### src/sv/mtu_pkg.sv
// ----------------------------------------------------------------------------
// mtu_pkg
// Types and constants shared by the MIDI to UMP note tracker modules.
// ----------------------------------------------------------------------------
package mtu_pkg;

    localparam int MAP_WORDS  = 32;
    localparam int MAP_IDX_W  = 5;
    localparam int PROD_W     = 96;
    localparam int DIV_CNT_W  = 7;
    localparam int CFG_IDX_W  = 1;

    localparam logic [1:0] OP_MESSAGE = 2'd0;
    localparam logic [1:0] OP_RELEASE = 2'd1;
    localparam logic [1:0] OP_CLEAR   = 2'd2;
    localparam logic [1:0] OP_UNUSED  = 2'd3;

    localparam logic [CFG_IDX_W-1:0] CFG_NUMER = 1'b0;
    localparam logic [CFG_IDX_W-1:0] CFG_DENOM = 1'b1;

    localparam logic [3:0] UMP_TYPE_CV  = 4'h2;
    localparam logic [3:0] UMP_GROUP    = 4'h0;
    localparam logic [3:0] ST_NOTE_ON   = 4'h9;
    localparam logic [3:0] ST_NOTE_OFF  = 4'h8;

    typedef enum logic [1:0] {
        K_MSG = 2'd0,
        K_BAD = 2'd1,
        K_REL = 2'd2,
        K_CLR = 2'd3
    } t_kind;

    typedef enum logic [1:0] {
        MO_NONE = 2'd0,
        MO_SET  = 2'd1,
        MO_CLR  = 2'd2
    } t_map_op;

    typedef struct packed {
        t_kind                kind;
        t_map_op              map_op;
        logic [MAP_IDX_W-1:0] map_idx;
        logic [5:0]           note_bit;
        logic [31:0]          word;
        logic                 time_pos;
        logic [63:0]          time_val;
        logic [3:0]           rel_ch;
        logic                 rel_bank;
    } t_cmd;

endpackage

### src/sv/mtu_fifo.sv
// ----------------------------------------------------------------------------
// mtu_fifo
// Small command queue between the classifying front and the executing back.
// ----------------------------------------------------------------------------
module mtu_fifo #(
    parameter int DEPTH = 2
) (
    input  logic          i_clk,
    input  logic          i_rst_n,
    input  logic          i_push,
    input  mtu_pkg::t_cmd i_cmd,
    input  logic          i_pop,
    output mtu_pkg::t_cmd o_head,
    output logic          o_full,
    output logic          o_empty
);
    import mtu_pkg::*;

    localparam int PTR_W = (DEPTH > 1) ? $clog2(DEPTH) : 1;
    localparam int CNT_W = $clog2(DEPTH + 1);

    t_cmd             r_mem [DEPTH];
    logic [PTR_W-1:0] r_wr, n_wr;
    logic [PTR_W-1:0] r_rd, n_rd;
    logic [CNT_W-1:0] r_cnt, n_cnt;
    logic             do_push, do_pop;

    assign o_full  = (r_cnt == CNT_W'(DEPTH));
    assign o_empty = (r_cnt == '0);
    assign o_head  = r_mem[r_rd];
    assign do_push = i_push && !o_full;
    assign do_pop  = i_pop && !o_empty;

    always_comb begin
        n_wr  = r_wr;
        n_rd  = r_rd;
        n_cnt = r_cnt;
        if (do_push) begin
            n_wr = (r_wr == PTR_W'(DEPTH - 1)) ? '0 : r_wr + PTR_W'(1);
        end
        if (do_pop) begin
            n_rd = (r_rd == PTR_W'(DEPTH - 1)) ? '0 : r_rd + PTR_W'(1);
        end
        if (do_push && !do_pop) begin
            n_cnt = r_cnt + CNT_W'(1);
        end else if (do_pop && !do_push) begin
            n_cnt = r_cnt - CNT_W'(1);
        end
    end

    always_ff @(posedge i_clk) begin
        if (!i_rst_n) begin
            r_wr  <= '0;
            r_rd  <= '0;
            r_cnt <= '0;
        end else begin
            r_wr  <= n_wr;
            r_rd  <= n_rd;
            r_cnt <= n_cnt;
        end
    end

    always_ff @(posedge i_clk) begin
        if (do_push) begin
            r_mem[r_wr] <= i_cmd;
        end
    end

endmodule

### config.mk
export PLATFORM = sky130hd
export DESIGN_NAME = mtu_fifo
export DESIGN_NICKNAME = d
export VERILOG_FILES = /design/src/sv/mtu_pkg.sv /design/src/sv/mtu_fifo.sv
export SDC_FILE = /design/constraint.sdc
export NUM_CORES = 1
export LEC_CHECK = 0
export ABC_AREA = 0
export BUFFER_PORTS_ARGS = -buffer_cell sky130_fd_sc_hd__clkbuf_2
export CAP_MARGIN = 5
export CORE_UTILIZATION = 41
export CTS_CLUSTER_DIAMETER = 100
export CTS_CLUSTER_SIZE = 16
export DETAILED_ROUTE_END_ITERATION = 16
export SYNTH_ARGS = -nofsm -noshare
export SYNTH_HDL_FRONTEND = slang
export SYNTH_SLANG_ARGS = --single-unit
### constraint.sdc
create_clock -name i_clk -period 8.2 [get_ports i_clk]
set_clock_uncertainty 0.15 [all_clocks]
set_input_delay 1.64 -clock i_clk [delete_from_list [all_inputs] [get_ports i_clk]]
set_output_delay 1.64 -clock i_clk [all_outputs]
set_load 0.03 [all_outputs]
==> reports/summary.txt <==
Most common cell after layout, fill and taps aside -> sky130_fd_sc_hd__clkbuf_2
Actual transition at the worst max-transition pin -> 0.979 ns
Number of I/O pins -> 240
Worst slack on hold paths -> 0.376 ns
CTS tree -> yes
Floorplan die width -> 148 um
Setup Total Neg Slack -> 0 ns
Vias per Instance -> 4.78
Buffers inserted by post-CTS timing repair -> 0
Internal Pwr Total -> 0.00235 W
Total cell area at the placement stage -> 10300 um^2
Critical path's slowest cell -> sky130_fd_sc_hd__dfxtp_4
Endpoints failing hold -> 0
Depth of the CTS H-tree -> 1
Routed WL per cell -> 17.6 um
Comb pwr share -> 31.0%
Static Leakage -> 4.08 nW
Category of the worst setup path capture point -> output pin
CP Launch Type -> flop
Number of buffers between clock root and the deepest sink -> 3
Data required, critical path -> 6.41 ns
Number of antenna violations at the first check in global routing -> 1
Relative slew slack -> 34.7%
DRT antenna net count -> 0
Clock latency at the later pin of the worst-skew pair -> 0.48 ns
Number of nets in the finished design -> 761
Setup violators final -> 0
Total of max-cap violations -> 0
Setup slack of the critical path after layout -> 3.48 ns
Number of buffers added to fix hold violations after cts -> 0
Final weighted congestion of routability-driven global placement -> 0.737
Maximum number of pins on one net before global-route repair -> 71
Number of sinks handled by clock tree synthesis -> 239
Synthesis-to-layout area growth -> 22.6%
Area of the die -> 22000 um^2
Sequential fraction of design power -> 46.3%
Highest-count cells in the layout ignoring fill and taps -> 239 x sky130_fd_sc_hd__clkbuf_2, 234 x sky130_fd_sc_hd__edfxtp_1, 87 x sky130_fd_sc_hd__mux2_2
Switching Power -> 0.00116 W
Global route overflow -> 0
P per Cell Area -> 325 nW/um^2
Share of synthesized area occupied by flip-flops and latches -> 81.1%
Post-route cell area -> 10800 um^2
Share of the clock period used by the worst path -> 57.6%
Setup repair after global routing missed its margin -> no
Quantity of I/O buffers inserted on ports -> 239
Floorplan die height -> 148 um
Final core utilization -> 51.3%
Cell Chain, Critical Path -> buf_4 > mux2_2 > clkbuf_2
Crit path max-delay family -> flip-flops
DR DRC count -> 0
Arrival time of data at the critical path endpoint -> 2.93 ns
Period minus WS final -> 4.72 ns
DP HPWL -> 10.7 mm
Net count after synthesis -> 511
Number of global-route vias before repair -> 4648
Resized Gates After CTS -> 0
Clock tree root driver cell -> sky130_fd_sc_hd__clkbuf_16
Flops & latches, synth -> 239
Min-Delay Path Class -> flop to flop
Top achievable clock speed -> 212 MHz
Global routing usage summed across all routing layers -> 14.2%
Number of buffers created by CTS -> 18
Starting Density -> 41.8%
Diodes inserted -> 0
Number of different library cells in the post-synthesis netlist -> 21
Sw Ratio -> 33.0%
Run status -> complete, no violations
Worst-path clk slew -> 0.06 ns
Avg Cell Area, Syn -> 22.6 um^2
DR iter-0 viols -> 255
Global-route wire length before repair -> 24.2 mm
Largest driver fanout on the critical path -> 70
Synthesized cell area -> 8790 um^2
Core ar. -> 21000 um^2
Vias -> 4391
Worst ir drop on vdd -> 0.000243 V
Synth warnings -> 0
Number of fill cells -> 1717
Buffers & Inverters on Critical Path -> 2
Placement Rows -> 53
Clock power share -> 22.7%
Total detailed-routing wirelength -> 16.2 mm
Worst slack at placement -> 3.94 ns
Maximum single-stage delay on the critical path -> 0.98 ns
Number of pins exceeding their max-slew limit in the final report -> 0
TritonRoute pass-1 iters -> 4
Share of final-layout standard cells stronger than drive strength 1 -> 59.3%
Worst Setup Path Type -> flop to output pin
Cells after synthesis -> 389
[power by group through the flow]
stage	clock, W	combinational (W)	sequential (W)
floorplan	0	0.000863	0.00161
global placement	0	0.00109	0.00164
detailed placement	0	0.00110	0.00165
CTS	0.000827	0.00110	0.00163
global route	0.000865	0.00115	0.00164
finish	0.000795	0.00109	0.00162
[through the flow]
step | instances | total power [W]
2_1_floorplan | 389 | 0.00247
3_3_place_gp | 894 | 0.00274
3_5_place_dp | 894 | 0.00275
4_1_cts | 919 | 0.00356
5_1_grt | 919 | 0.00366
6_report | 919 | 0.00351
[registers in the layout, indices dropped and copies added (netlist names), named ones only]
register and count:
r_cnt 2, r_mem 234, r_rd 1, r_wr 1
[Yosys cell counts]
| cell type | number | area share (%) |
|---|---|---|
| sky130_fd_sc_hd__edfxtp_1 | 234 | 80 |
| sky130_fd_sc_hd__mux2_2 | 87 | 11 |
| sky130_fd_sc_hd__mux2_4 | 30 | 5.1 |
| sky130_fd_sc_hd__buf_2 | 8 | 0.46 |
| sky130_fd_sc_hd__buf_6 | 5 | 0.64 |
| sky130_fd_sc_hd__dfxtp_1 | 5 | 1.1 |
| sky130_fd_sc_hd__and2_1 | 3 | 0.21 |
| sky130_fd_sc_hd__inv_1 | 2 | 0.085 |
| sky130_fd_sc_hd__nor2_1 | 2 | 0.085 |
| sky130_fd_sc_hd__xnor2_1 | 2 | 0.20 |
| sky130_fd_sc_hd__a21boi_0 | 1 | 0.085 |
| sky130_fd_sc_hd__a21boi_1 | 1 | 0.085 |
| sky130_fd_sc_hd__and3_1 | 1 | 0.071 |
| sky130_fd_sc_hd__ha_1 | 1 | 0.14 |
| sky130_fd_sc_hd__nand2b_1 | 1 | 0.071 |
| sky130_fd_sc_hd__nor3_2 | 1 | 0.11 |
| sky130_fd_sc_hd__o21a_1 | 1 | 0.085 |
| sky130_fd_sc_hd__o21ai_0 | 1 | 0.057 |
| sky130_fd_sc_hd__o21ai_1 | 1 | 0.057 |
| sky130_fd_sc_hd__or3_1 | 1 | 0.071 |
| sky130_fd_sc_hd__xor2_1 | 1 | 0.10 |
[layer usage]
metal	global-route usage, %	routed length, um	share of wire, %	vias up
met1	17.0	6610	41	2142
met5	0	13	0.080	-
met4	4.74	410	2.5	2
li1	-	-	-	2035
met3	5.77	1580	9.8	32
met2	23.4	7540	47	180
[final timing paths]
check	from	to	slack, ns	depth (start not counted)
setup / recovery	flop	o_head[63]	3.48	3
hold / removal	r_cnt[1]	r_cnt[1]	0.38	2
setup reg to reg	r_cnt[0]	r_mem[1][27]	5.49	3
hold reg to reg	r_cnt[1]	r_cnt[1]	0.38	2
[worst reg2reg max path, cell delays in order, from the launching register on]
cell	delay, ns
sky130_fd_sc_hd__dfxtp_1	0.42
sky130_fd_sc_hd__nand2b_1	0.17
sky130_fd_sc_hd__and3_4	0.68
sky130_fd_sc_hd__buf_4	0.84
[cell families (layout without fill, tap and decap cells)]
| kind of cell | after synthesis | in the layout | synth area share [%] |
|---|---|---|---|
| flip-flops | 239 | 239 | 81.1 |
| multiplexers | 117 | 117 | 16.3 |
| buffers and inverters | 15 | 270 | 1.18 |
| AND/OR/NAND/NOR | 9 | 9 | 0.627 |
| AO/OA/AOI/OAI | 5 | 5 | 0.370 |
| XOR/XNOR | 3 | 3 | 0.299 |
| adder cells (fa/ha/maj) | 1 | 1 | 0.142 |
[layout make-up]
| class | instances | area [um^2] | area share, % |
|---|---|---|---|
| Inverter | 2 | 7.51 | 0.0697 |
| Multi-Input combinational cell | 135 | 1570 | 14.6 |
| Tap cell | 275 | 344 | 3.19 |
| Clock buffer | 25 | 498 | 4.62 |
| Timing Repair Buffer | 243 | 1230 | 11.4 |
| Sequential cell | 239 | 7130 | 66.2 |
No activity file was read; power rests on OpenSTA's default activity.
